## src/hw/rtl/rgb_sharpen_3x3_convolution_unit_macros.svh

```systemverilog
// Assertion macros shared by the sharpen filter RTL.
// Each macro checks at the rising edge of clk, with checking held off while rstn is low.
// Define ASSERT_OFF to compile all of them away.
`ifndef RGB_SHARPEN_3X3_CONVOLUTION_UNIT_MACROS_SVH
`define RGB_SHARPEN_3X3_CONVOLUTION_UNIT_MACROS_SVH

`ifndef ASSERT_OFF

// Same-cycle implication.
`define RSC_ASSERT_IMPL(lbl, clk, rstn, ante, cons, msg) \
    lbl: assert property (@(posedge clk) disable iff (!(rstn)) (ante) |-> (cons)) \
        else $error(msg);

// Next-cycle implication.
`define RSC_ASSERT_NEXT(lbl, clk, rstn, ante, cons, msg) \
    lbl: assert property (@(posedge clk) disable iff (!(rstn)) (ante) |=> (cons)) \
        else $error(msg);

`else

`define RSC_ASSERT_IMPL(lbl, clk, rstn, ante, cons, msg)
`define RSC_ASSERT_NEXT(lbl, clk, rstn, ante, cons, msg)

`endif

`endif

```

## src/hw/rtl/rsc_pkg.sv

```systemverilog
`default_nettype none

package rsc_pkg;

    typedef struct packed {
        logic [7:0] red;
        logic [7:0] green;
        logic [7:0] blue;
    } pixel_t;

    typedef enum logic {
        OP_PIXEL = 1'b0,
        OP_FLUSH = 1'b1
    } op_t;

    typedef enum logic {
        REG_FRAME_WIDTH  = 1'b0,
        REG_FRAME_HEIGHT = 1'b1
    } reg_index_t;

    // Taps of the 3x3 window that the cross-shaped kernel touches
    typedef struct packed {
        pixel_t up;
        pixel_t left;
        pixel_t center;
        pixel_t right;
        pixel_t down;
    } win_taps_t;

    // Per-item position results, worked out when the item is taken in
    typedef struct packed {
        logic emit;
        logic border;
        logic last;
    } pos_flags_t;

    localparam logic [11:0] WIDTH_RESET  = 12'd640;
    localparam logic [11:0] HEIGHT_RESET = 12'd480;
    localparam logic [11:0] MIN_DIM      = 12'd3;
    localparam logic [11:0] ROW_MAX      = 12'd4095;
    localparam logic [7:0]  CHAN_MAX     = 8'd255;
    localparam logic [7:0]  CHAN_MIN     = 8'd0;

endpackage

`default_nettype wire

```

## src/hw/rtl/rsc_sharpen.sv

```systemverilog
`default_nettype none

module rsc_sharpen (
    input  wire rsc_pkg::win_taps_t taps,
    input  wire logic               border,
    output rsc_pkg::pixel_t         pix_out
);

    // 9*c - up - left - right - down, clamped to 0..255
    function automatic logic [7:0] sharpen_chan(
        input logic [7:0] c,
        input logic [7:0] u,
        input logic [7:0] l,
        input logic [7:0] r,
        input logic [7:0] d
    );
        logic signed [12:0] s;
        logic [7:0]         res;
        s = $signed({2'b00, c, 3'b000}) + $signed({5'b00000, c})
          - $signed({5'b00000, u}) - $signed({5'b00000, l})
          - $signed({5'b00000, r}) - $signed({5'b00000, d});
        if (s[12]) begin
            res = rsc_pkg::CHAN_MIN;
        end else if (s > $signed({5'b00000, rsc_pkg::CHAN_MAX})) begin
            res = rsc_pkg::CHAN_MAX;
        end else begin
            res = s[7:0];
        end
        return res;
    endfunction

    rsc_pkg::pixel_t filt;

    always_comb begin
        filt.red   = sharpen_chan(taps.center.red, taps.up.red, taps.left.red,
                                  taps.right.red, taps.down.red);
        filt.green = sharpen_chan(taps.center.green, taps.up.green, taps.left.green,
                                  taps.right.green, taps.down.green);
        filt.blue  = sharpen_chan(taps.center.blue, taps.up.blue, taps.left.blue,
                                  taps.right.blue, taps.down.blue);
    end

    assign pix_out = border ? taps.center : filt;

endmodule

`default_nettype wire

```

## config.mk

```make
export PLATFORM = sky130hd
export DESIGN_NAME = rsc_sharpen
export DESIGN_NICKNAME = d
export VERILOG_FILES = /design/src/hw/rtl/rgb_sharpen_3x3_convolution_unit_macros.svh /design/src/hw/rtl/rsc_pkg.sv /design/src/hw/rtl/rsc_sharpen.sv
export SDC_FILE = /design/constraint.sdc
export NUM_CORES = 1
export LEC_CHECK = 0
export BUFFER_PORTS_ARGS = -buffer_cell sky130_fd_sc_hd__buf_2
export CAP_MARGIN = 20
export CORE_ASPECT_RATIO = 1.25
export CORE_UTILIZATION = 49
export DETAILED_ROUTE_END_ITERATION = 7
export PLACE_DENSITY = 0.91
export REMOVE_ABC_BUFFERS = 1
export SYNTH_ARGS = -nofsm -noshare
export SYNTH_HDL_FRONTEND = slang
export SYNTH_SLANG_ARGS = --single-unit
```

## constraint.sdc

```tcl
create_clock -name vclk -period 5.1
set_input_delay 0.765 -clock vclk [all_inputs]
set_output_delay 0.765 -clock vclk [all_outputs]
set_load 0.01 [all_outputs]
```

==> flow_summary.toml <==
[status]
outcome = "finished, violations left"
failed_checks = "setup timing"

[critical_path]
cp.buffers_inverters = 6
critical-path-top-cell-by-count = "sky130_fd_sc_hd__fa_1"
critical_path.slowest_cell = "sky130_fd_sc_hd__fa_1"
worstPathRequired_ps = 4340
crit_arrival_ps = 4760
critical_path_peak_fanout = 8
timing.critical_path.cells = "buf_2, inv_2, fa_1, fa_1, inv_1, fa_1, inv_2, ha_4, a211oi_4, o31ai_4, mux2_4, or4_4, a2111oi_4, buf_12, a221oi_2, buf_2"
cp_slowest_stage_delay_ps = 530
worst-setup-path-type = "in2out"
path_delay_family = "adder cells"
start_kind = "input port"
timing.critical_path.to_type = "output port"

[worst_hold_path]
worstHoldStart = "taps[63]"
timing.hold.worst_endpoint = "pix_out[15]"
worstHoldPathCells = 4
worst_hold_path_type = "in2out"

[global_route]
globalRoute.totalOverflow = 0
grt_start_max_net_pins = 42
gr-usage-all-layers_pct = 25.21
grt_first_pass_wirelength_mm = 19.04
vias_in_the_first_global_route = 4505
grt_antenna_before_repair = 0

[layout]
design.final.nets = 997
post_route_cells_drive_above_1_share_pct = 38.32
final_common_cell = "sky130_fd_sc_hd__inv_1"
syn_to_final_growth_pct = 37.92
n_antenna_cell = 0
num-clock-buffers = 0
final_cell_mix = "sky130_fd_sc_hd__inv_1 (199), sky130_fd_sc_hd__buf_2 (138), sky130_fd_sc_hd__fa_1 (88)"
fin_util_pct = 70.57
seq_area_um2 = 0
nFlopsAndLatches = 0
layout.filler_cells = 604

[sta]
final_period_demand_of_the_worst_path_ps = 5523
report.final.hold_viol_count = 0
minimum_hold_slack_ps = 1919
final.setup.worst_slack_ps = -423.2
fin_tns_setup_ps = -3319
timing_max_transition_violations_final = 0
slew_at_the_pin_closest_to_its_max_slew_limit_ps = 836.2
worst_slew_margin_rel_pct = 44.25
finalCritPeriodShare_pct = 108.3
rsz0062_at_grt = "true"
fmaxAchievable_mhz = 181.1
setup_violations = 8

[route]
detailedRoute.firstIterationViolations = 157
postRouteAntennaNets = 0
num_vias = 4392
number_of_vias_per_cell = 5.131
drtPass1Iterations = 5
finalWirelength_mm = 12.55
wl_per_cell_um = 14.66
drc = 0

[synthesis]
post-synth-top-area-cell = "sky130_fd_sc_hd__fa_1"
synth.top_cells.by_area = "sky130_fd_sc_hd__fa_1 (41%), sky130_fd_sc_hd__inv_1 (18%), sky130_fd_sc_hd__ha_1 (13%)"
postSynthCellCount = 541
netlist-cell-type-count = 46
yosysWarnings = 0
yosysSeqAreaShare_pct = 0
syn-mean-instance-area_um2 = 8.319
synth_top_cell_area_share_pct = 41.37
combined_area_of_all_synthesized_cells_um2 = 4501

[die]
core.rowCount = 38
initial_utilization_pct = 51.17
coreArea_um2 = 8796
floorplan.io_pins = 145
die_y_um = 109.2
die_w_um = 87.72
floorplan.die_area_um2 = 9575

[pwr]
vdd_ir_drop_max_uv = 243.0
static-leakage-power_nw = 3.476
power.density_cell_area_nw_per_um2 = 448.1

[placement]
place.detailed.hpwl_mm = 9.585
finalWeightedCongestion = 0.9139
port_buffers = 145

[flow_run]
cap_violations = 0
synthesized netlist by cell type (3+ instances only):
cell                       count
sky130_fd_sc_hd__xor2_1        7
sky130_fd_sc_hd__a32oi_1      14
sky130_fd_sc_hd__nor2_1       17
sky130_fd_sc_hd__o21ai_0       5
sky130_fd_sc_hd__and2_1        3
sky130_fd_sc_hd__a211oi_1      3
sky130_fd_sc_hd__nor3b_1       3
sky130_fd_sc_hd__nand3_1       7
sky130_fd_sc_hd__nand2_1      22
sky130_fd_sc_hd__a21oi_1      30
sky130_fd_sc_hd__a21o_1        9
sky130_fd_sc_hd__inv_1       213
sky130_fd_sc_hd__fa_1         93
sky130_fd_sc_hd__a221oi_1     10
sky130_fd_sc_hd__o21a_1        5
sky130_fd_sc_hd__nor3_1        4
sky130_fd_sc_hd__o22ai_1       3
sky130_fd_sc_hd__ha_1         45
sky130_fd_sc_hd__nand4_1       3
sky130_fd_sc_hd__xnor2_1      11
report_power, final:
group | switching [mW] | internal (mW)
Clock | 0 | 0
Sequential | 0 | 0
Combinational | 1.43 | 1.35
worst max-delay path by stage:
stage              from    endpoint  slack (ps)  depth (start not counted)
2_1_floorplan  taps[30]  pix_out[0]        -380                         13
3_3_place_gp   taps[27]  pix_out[5]        -470                         16
3_5_place_dp   taps[27]  pix_out[4]        -620                         16
4_1_cts         taps[5]  pix_out[4]        -390                         16
5_1_grt         taps[4]  pix_out[4]        -500                         16
6_report       taps[75]  pix_out[4]        -420                         16
metrics by stage:
step / setup slack (ps) / cell area [um2] / std cells / total power, mW
3_3_place_gp: -465.7 / 5677 / 848 / 2.057
6_report: -423.2 / 6207 / 856 / 2.781
5_1_grt: -496.4 / 6207 / 856 / 3.023
2_1_floorplan: -381.1 / 4433 / 534 / 1.410
4_1_cts: -392.9 / 5898 / 850 / 2.345
3_5_place_dp: -620.8 / 5677 / 848 / 2.119
what timing repair did:
action	in CTS	in global routing
resized for setup	43	55
buffers inserted	2	7
endpoints found under the setup margin	23	24
pin swaps	26	46
hold endpoints to repair	0	0
hold buffers	0	0
tightest hold or removal path, cell delays in order:
cell	delay, ps
sky130_fd_sc_hd__buf_2	140
sky130_fd_sc_hd__nand2_1	70
sky130_fd_sc_hd__a32oi_1	50
sky130_fd_sc_hd__buf_2	140
kinds of logic after synthesis:
logic type | Yosys count | synth area share, %
AND/OR/NAND/NOR | 66 | 7.117
AO/OA/AOI/OAI | 96 | 15.51
buffers and inverters | 220 | 19.27
multiplexers | 3 | 0.7228
XOR/XNOR | 18 | 3.503
adder cells (fa/ha/maj) | 138 | 53.88
routing by layer:
layer / GRT usage [%] / part of all wire, % / vias up / routed length, um
met1: 26.71 / 34 / 2123 / 4303
met5: 0 / 0 / - / 0
met3: 1.741 / 5.7 / 40 / 715
met2: 52.16 / 57 / 189 / 7181
met4: 6.089 / 2.8 / 0 / 348
li1: - / - / 2040 / -
layout make-up:
| cell class | instances | area, um2 | share of cell area, % |
|---|---|---|---|
| Inverter | 213 | 799.5 | 12.88 |
| Multi-Input combinational cell | 321 | 4048 | 65.21 |
| Timing Repair Buffer | 202 | 1210 | 19.49 |
| Tap cell | 120 | 150.1 | 2.419 |
Power figures use the tool's default switching activity.
