## src/hw/rtl/rgb_sharpen_3x3_convolution_unit_macros.svh

```systemverilog
// Assertion macros shared by the sharpen filter RTL.
// Each macro checks at the rising edge of clk, with checking held off while rstn is low.
// Define ASSERT_OFF to compile all of them away.
`ifndef RGB_SHARPEN_3X3_CONVOLUTION_UNIT_MACROS_SVH
`define RGB_SHARPEN_3X3_CONVOLUTION_UNIT_MACROS_SVH

`ifndef ASSERT_OFF

// Same-cycle implication.
`define RSC_ASSERT_IMPL(lbl, clk, rstn, ante, cons, msg) \
    lbl: assert property (@(posedge clk) disable iff (!(rstn)) (ante) |-> (cons)) \
        else $error(msg);

// Next-cycle implication.
`define RSC_ASSERT_NEXT(lbl, clk, rstn, ante, cons, msg) \
    lbl: assert property (@(posedge clk) disable iff (!(rstn)) (ante) |=> (cons)) \
        else $error(msg);

`else

`define RSC_ASSERT_IMPL(lbl, clk, rstn, ante, cons, msg)
`define RSC_ASSERT_NEXT(lbl, clk, rstn, ante, cons, msg)

`endif

`endif

```

## src/hw/rtl/rsc_pkg.sv

```systemverilog
`default_nettype none

package rsc_pkg;

    typedef struct packed {
        logic [7:0] red;
        logic [7:0] green;
        logic [7:0] blue;
    } pixel_t;

    typedef enum logic {
        OP_PIXEL = 1'b0,
        OP_FLUSH = 1'b1
    } op_t;

    typedef enum logic {
        REG_FRAME_WIDTH  = 1'b0,
        REG_FRAME_HEIGHT = 1'b1
    } reg_index_t;

    // Taps of the 3x3 window that the cross-shaped kernel touches
    typedef struct packed {
        pixel_t up;
        pixel_t left;
        pixel_t center;
        pixel_t right;
        pixel_t down;
    } win_taps_t;

    // Per-item position results, worked out when the item is taken in
    typedef struct packed {
        logic emit;
        logic border;
        logic last;
    } pos_flags_t;

    localparam logic [11:0] WIDTH_RESET  = 12'd640;
    localparam logic [11:0] HEIGHT_RESET = 12'd480;
    localparam logic [11:0] MIN_DIM      = 12'd3;
    localparam logic [11:0] ROW_MAX      = 12'd4095;
    localparam logic [7:0]  CHAN_MAX     = 8'd255;
    localparam logic [7:0]  CHAN_MIN     = 8'd0;

endpackage

`default_nettype wire

```

## src/hw/rtl/rsc_pixel_cell.sv

```systemverilog
`default_nettype none

// One window element: loads the pixel on pix_in on each shift and holds it otherwise
module rsc_pixel_cell (
    input  wire logic            aclk,
    input  wire logic            shift_en,
    input  wire rsc_pkg::pixel_t pix_in,
    output rsc_pkg::pixel_t      pix_out
);

    rsc_pkg::pixel_t pix_reg;
    rsc_pkg::pixel_t pix_next;

    assign pix_next = shift_en ? pix_in : pix_reg;

    always_ff @(posedge aclk) begin
        pix_reg <= pix_next;
    end

    assign pix_out = pix_reg;

endmodule

`default_nettype wire

```

## config.mk

```make
export PLATFORM = sky130hd
export DESIGN_NAME = rsc_pixel_cell
export DESIGN_NICKNAME = d
export VERILOG_FILES = /design/src/hw/rtl/rgb_sharpen_3x3_convolution_unit_macros.svh /design/src/hw/rtl/rsc_pkg.sv /design/src/hw/rtl/rsc_pixel_cell.sv
export SDC_FILE = /design/constraint.sdc
export NUM_CORES = 1
export LEC_CHECK = 0
export BUFFER_PORTS_ARGS = -buffer_cell sky130_fd_sc_hd__buf_4
export CORE_UTILIZATION = 41
export DETAILED_ROUTE_END_ITERATION = 10
export HOLD_SLACK_MARGIN = 0.06
export PLACE_DENSITY_LB_ADDON = 0.25
export REMOVE_ABC_BUFFERS = 1
export SYNTH_ARGS = -nofsm -noshare
export SYNTH_HDL_FRONTEND = slang
export SYNTH_SLANG_ARGS = --single-unit
```

## constraint.sdc

```tcl
create_clock -name aclk -period 1 [get_ports aclk]
set_input_delay 0.2 -clock aclk [delete_from_list [all_inputs] [get_ports aclk]]
set_output_delay 0.2 -clock aclk [all_outputs]
set_load 0.1 [all_outputs]
```

==> results.cfg, run 1 <==
[critical_path]
cp.buffers_inverters = 1
critPathLaunchType = register
worst-endpoint-arrival_ns = 0.94
critical_path.endpoint = pix_out[8]
timing.critical_path.depth = 1
critPathRequiredTime_ns = 0.80
timing.critical_path.from = pix_out[8]
crit_path_max_fo = 1
critical_path_class = register to output pin
critPathMaxStageDelay_ns = 0.43
critPathCaptureType = output pin
crit_family = flip-flops
critical_path.slowest_cell = edfxtp_1
cp_cell_sequence = buf_6

[run]
cap_viol_max_count = 0

[sta]
hold_viol = 0
period_share = 1.14
setup-tns-final_ns = -2.35
setup_slack_ns = -0.136
setup_failing_eps_final = 24
maxSlewViolCount = 0
rsz_0062_raised_after_global_routing = true
max_freq_ghz = 0.880
max_slew_margin = 0.807
post-route-min-period_ns = 1.14
tightest_slew_ns = 0.290

[worst_hold_path]
hold_class = input port to register
hold_path_depth = 1

[cells_and_area]
number_of_multi_input_logic_gates = 0
insertedDiodeCount = 0
proportion_of_layout_cells_with_a_drive_suffix_above_1 = 0.571
finish.utilization = 0.872
regArea_um2 = 721
max_reg_flops = 24
layout.nets = 119
multiInputGateArea_um2 = 0
area.growth.synth_to_final_pct = 90.8
fillers = 70

[synth]
yosysSeqAreaShare = 1.00
total_standard_cell_area_after_synthesis_um2 = 721
postSynth.asyncResetShare = 0
syn_area_per_cell_um2 = 30.0
yosysTopAreaCellShare = 1.00
yosys.cell_count.top_type = edfxtp_1
yosysWarnings = 0
ys_seq_elements = 24
yosys-top-cells-area = edfxtp_1
synth_commonest_cells = edfxtp_1
synthDistinctLibCells = 1
largest_area_contributor_in_the_synthesized_netlist = edfxtp_1
post_synth_inst_count = 24
synth_top_flop_cell = edfxtp_1
synth_enable_flop_cells = 24

[clocking]
setup_bufs_post_cts = 0
cts_made_buffers = 3
cts.sink_count = 24
cts.path.max_buffers = 2
h_tree_lvls = 1
clock_slew_at_the_register_clock_pins_of_the_worst_setup_and_hold_paths_ns = 0.12
tritoncts_clock_tree = yes
ctsRootBufferMaster = clkbuf_4

[die]
start_util = 0.457
design.die.area_um2 = 1930
floorplan.die.width_um = 43.9
die_h_um = 43.9
core_area_um2 = 1580
core.rowCount = 14
top_level_ports = 50

[route]
post_drt_via_cell_ratio = 4.76
drt.antenna.violating_nets = 0
overall_routed_net_length_mm = 1.55
drt_pre_antenna_iters = 10
vias = 509
detail_route.wl_per_cell_um = 14.5
remaining_drc_errors = 2
drt_iter0_markers = 9

[status]
status = complete, but fails checks
failing_checks = design-rule violations, negative setup slack

[grt]
number_of_antenna_violations_at_the_first_check_in_global_routing = 0
grt_start_max_net_pins = 25
grt_first_pass_wirelength_mm = 2.06
grt-ovfl-total = 0
grt_pass1_vias = 475
global_route.usage.total = 0.157

[placed_design]
finalWeightedCongestion = 0.586
buffer_ports.inserted = 49

[pwr]
p_leak_nw = 0.578
ir_worst_vdd_v = 0.00135
p_per_area_nw_per_um2 = 1820
==> cell type report <==
class,instances,area share
clock buffer,3,0.0164
sequential,24,0.524
tap,16,0.0146
timing repair buffer,64,0.445
==> power breakdown <==
group	internal, mW	total (mW)	switching (mW)	leakage, nW
logic	0.244	0.877	0.634	0.329
registers	1.20	1.23	0.0369	0.235
clock network	0.140	0.390	0.250	0.0138
==> worst min-delay path by stage <==
stage,start,end,slack [ns]
after CTS,pix_in[7],pix_out[7],0.06
after floorplan,pix_in[0],pix_out[0],0.30
final,pix_in[22],pix_out[22],0.07
after global routing,pix_in[11],pix_out[11],0.05
after global placement,pix_in[18],pix_out[18],0.38
after detailed placement,pix_in[4],pix_out[4],0.38
==> timing repair <==
action / in CTS / in global routing
endpoints found under the hold margin: 0 / 15
pin swaps: 0 / 0
setup endpoints to repair: 24 / 24
hold buffers: 0 / 15
gates resized for setup: 24 / 1
==> placed cells by master (no fill, tap or decap) <==
master and n:
buf_4 25, edfxtp_1 24, buf_6 23, dlygate4sd3_1 15, clkbuf_4 3, buf_8 1
==> routing by layer <==
metal / share of wire / up-vias / GRT usage / wire, µm
li1: - / 232 / - / -
met1: 0.36 / 244 / 0.153 / 559
met2: 0.56 / 31 / 0.301 / 862
met3: 0.072 / 2 / 0.0500 / 111
met4: 0.012 / 0 / 0.0606 / 19
met5: 0 / - / 0 / 0
==> through the flow <==
stage | setup slack [ns] | hold WS, ns | cell area, µm² | cells | total power [mW]
2_1_floorplan | -0.104 | 0.299 | 721 | 24 | 1.81
3_3_place_gp | 0.192 | 0.378 | 1110 | 89 | 2.01
3_5_place_dp | 0.183 | 0.379 | 1110 | 89 | 2.02
4_1_cts | -0.120 | 0.0641 | 1220 | 92 | 2.46
5_1_grt | -0.170 | 0.0544 | 1380 | 107 | 2.57
6_report | -0.136 | 0.0716 | 1380 | 107 | 2.50
==> kinds of logic (layout without fill, tap and decap cells) <==
kind of cell / after synthesis / in the layout / share of synthesized area
flops: 24 / 24 / 1.00
buf+inv: 0 / 67 / 0
No activity file was read; power rests on OpenSTA's default activity.
==> run 2: changes to the inputs <==
--- a/config.mk
+++ b/config.mk
@@ -6,11 +6,13 @@
 export NUM_CORES = 1
 export LEC_CHECK = 0
 export BUFFER_PORTS_ARGS = -buffer_cell sky130_fd_sc_hd__buf_4
+export CORE_MARGIN = 8
 export CORE_UTILIZATION = 41
 export DETAILED_ROUTE_END_ITERATION = 10
 export HOLD_SLACK_MARGIN = 0.06
 export PLACE_DENSITY_LB_ADDON = 0.25
 export REMOVE_ABC_BUFFERS = 1
+export SLEW_MARGIN = 15
 export SYNTH_ARGS = -nofsm -noshare
 export SYNTH_HDL_FRONTEND = slang
 export SYNTH_SLANG_ARGS = --single-unit
==> constraint.sdc (replaced) <==
create_clock -name aclk -period 1 [get_ports aclk]
set_input_delay 0.2 -clock aclk [delete_from_list [all_inputs] [get_ports aclk]]
set_output_delay 0.2 -clock aclk [all_outputs]
set_load 0.02 [all_outputs]
==> results.cfg, run 2 (synthesized netlist as in run 1, its figures left out) <==
[grt]
grt_first_pass_wirelength_mm = 2.71
number_of_antenna_violations_at_the_first_check_in_global_routing = 0
grt_start_max_net_pins = 25
global_route.usage.total = 0.111
grt_pass1_vias = 558
grt-ovfl-total = 0

[clocking]
cts.path.max_buffers = 2
cts.sink_count = 24
clock_slew_at_the_register_clock_pins_of_the_worst_setup_and_hold_paths_ns = 0.12
h_tree_lvls = 1
cts_made_buffers = 3
tritoncts_clock_tree = yes
setup_bufs_post_cts = 0
ctsRootBufferMaster = clkbuf_4

[cells_and_area]
final_common_cell = buf_4
proportion_of_layout_cells_with_a_drive_suffix_above_1 = 0.525
number_of_multi_input_logic_gates = 0
finalNonFillerCells = 116
mostFrequentLayoutCells = buf_4, buf_6, edfxtp_1
multiInputGateArea_um2 = 0
layout.nets = 126
max_reg_flops = 24
area.growth.synth_to_final_pct = 101
insertedDiodeCount = 0
final_instance_area_um2 = 1450

[critical_path]
critPathMaxStageDelay_ns = 0.42
worst-endpoint-arrival_ns = 0.88
critPathCaptureType = output pin
critical_path.slowest_cell = edfxtp_1
cp_cell_sequence = buf_6
critical_path_class = register to output pin
cp.buffers_inverters = 1
crit_path_max_fo = 1
critPathLaunchType = register
crit_family = flip-flops
critPathRequiredTime_ns = 0.80

[sta]
tightest_slew_ns = 0.288
period_share = 1.08
max_freq_ghz = 0.926
rsz_0062_raised_after_global_routing = true
post-route-min-period_ns = 1.08
max_slew_margin = 0.808
maxSlewViolCount = 0
setup_failing_eps_final = 24
hold_viol = 0
setup_slack_ns = -0.0797

[die]
core_area_um2 = 1690
die_h_um = 57.9
start_util = 0.427
floorplan.die.width_um = 57.9
design.die.area_um2 = 3360
top_level_ports = 50
core.rowCount = 15

[pwr]
p_per_area_nw_per_um2 = 1430
p_leak_nw = 0.607
totalPowerFinal_mw = 2.06
ir_worst_vdd_v = 0.00103

[route]
vias = 528
remaining_drc_errors = 0
drt_iter0_markers = 10
post_drt_via_cell_ratio = 4.55
drt_pre_antenna_iters = 3
detail_route.wl_per_cell_um = 16.6
drt.antenna.violating_nets = 0
overall_routed_net_length_mm = 1.92

[placed_design]
buffer_ports.inserted = 49
finalWeightedCongestion = 0.622
dp_worst_setup_slack_ns = 0.180
dpl_cell_area_um2 = 1110
dpl.cell_count = 90

[status]
failing_checks = negative setup slack
status = complete, but fails checks

[worst_hold_path]
hold_class = input port to register

[run]
cap_viol_max_count = 0
[run 2: cell types whose count changed in the layout (fill, tap and decap cells not counted)]
cell,delta
dlygate4sd3_1,+7
buf_8,-1
clkinv_1,+1
buf_6,+1
[run 2: area by class of cell]
cell class | instances | area (µm²)
Clock inverter | 1 | 3.75
Fill cell | 81 | 243
Tap cell | 17 | 21.3
Sequential cell | 24 | 721
Clock buffer | 3 | 22.5
Timing Repair Buffer | 71 | 678
[run 2: where the power goes]
| part | leakage, nW | internal, mW | total [mW] | switching (mW) |
|---|---|---|---|---|
| Combinational | 0.357 | 0.253 | 0.429 | 0.175 |
| Clock | 0.0154 | 0.145 | 0.404 | 0.259 |
| Sequential | 0.235 | 1.20 | 1.23 | 0.0356 |
| Total | 0.607 | 1.59 | 2.06 | 0.470 |
[run 2: stage by stage]
step | util | TNS [ns] | hold WS, ns
2_1_floorplan | - | 0 | 0.299
3_3_place_gp | 0.657 | 0 | 0.378
3_5_place_dp | 0.657 | 0 | 0.379
4_1_cts | 0.796 | -1.37 | 0.0618
5_1_grt | 0.856 | -2.09 | 0.0561
6_report | 0.856 | -1.14 | 0.0727
[run 2: per-layer routing]
metal,wire length (µm),GRT usage,share of wire,vias up
li1,-,-,-,246
met1,541,0.0876,0.28,247
met2,1080,0.201,0.56,33
met3,289,0.0773,0.15,2
met4,9,0.0524,0.0047,0
met5,0,0,0,-
[run 2: path summary, 6_finish.rpt]
path,start,to,cells after the start
max,pix_out[14],pix_out[14],1
min,pix_in[15],pix_out[15],1
[run 2: what timing repair did]
action                                  4_1_cts  5_1_grt
endpoints found under the setup margin       24       24
gates resized for setup                      21        3
hold endpoints to repair                     13        9
hold buffers                                 13        9
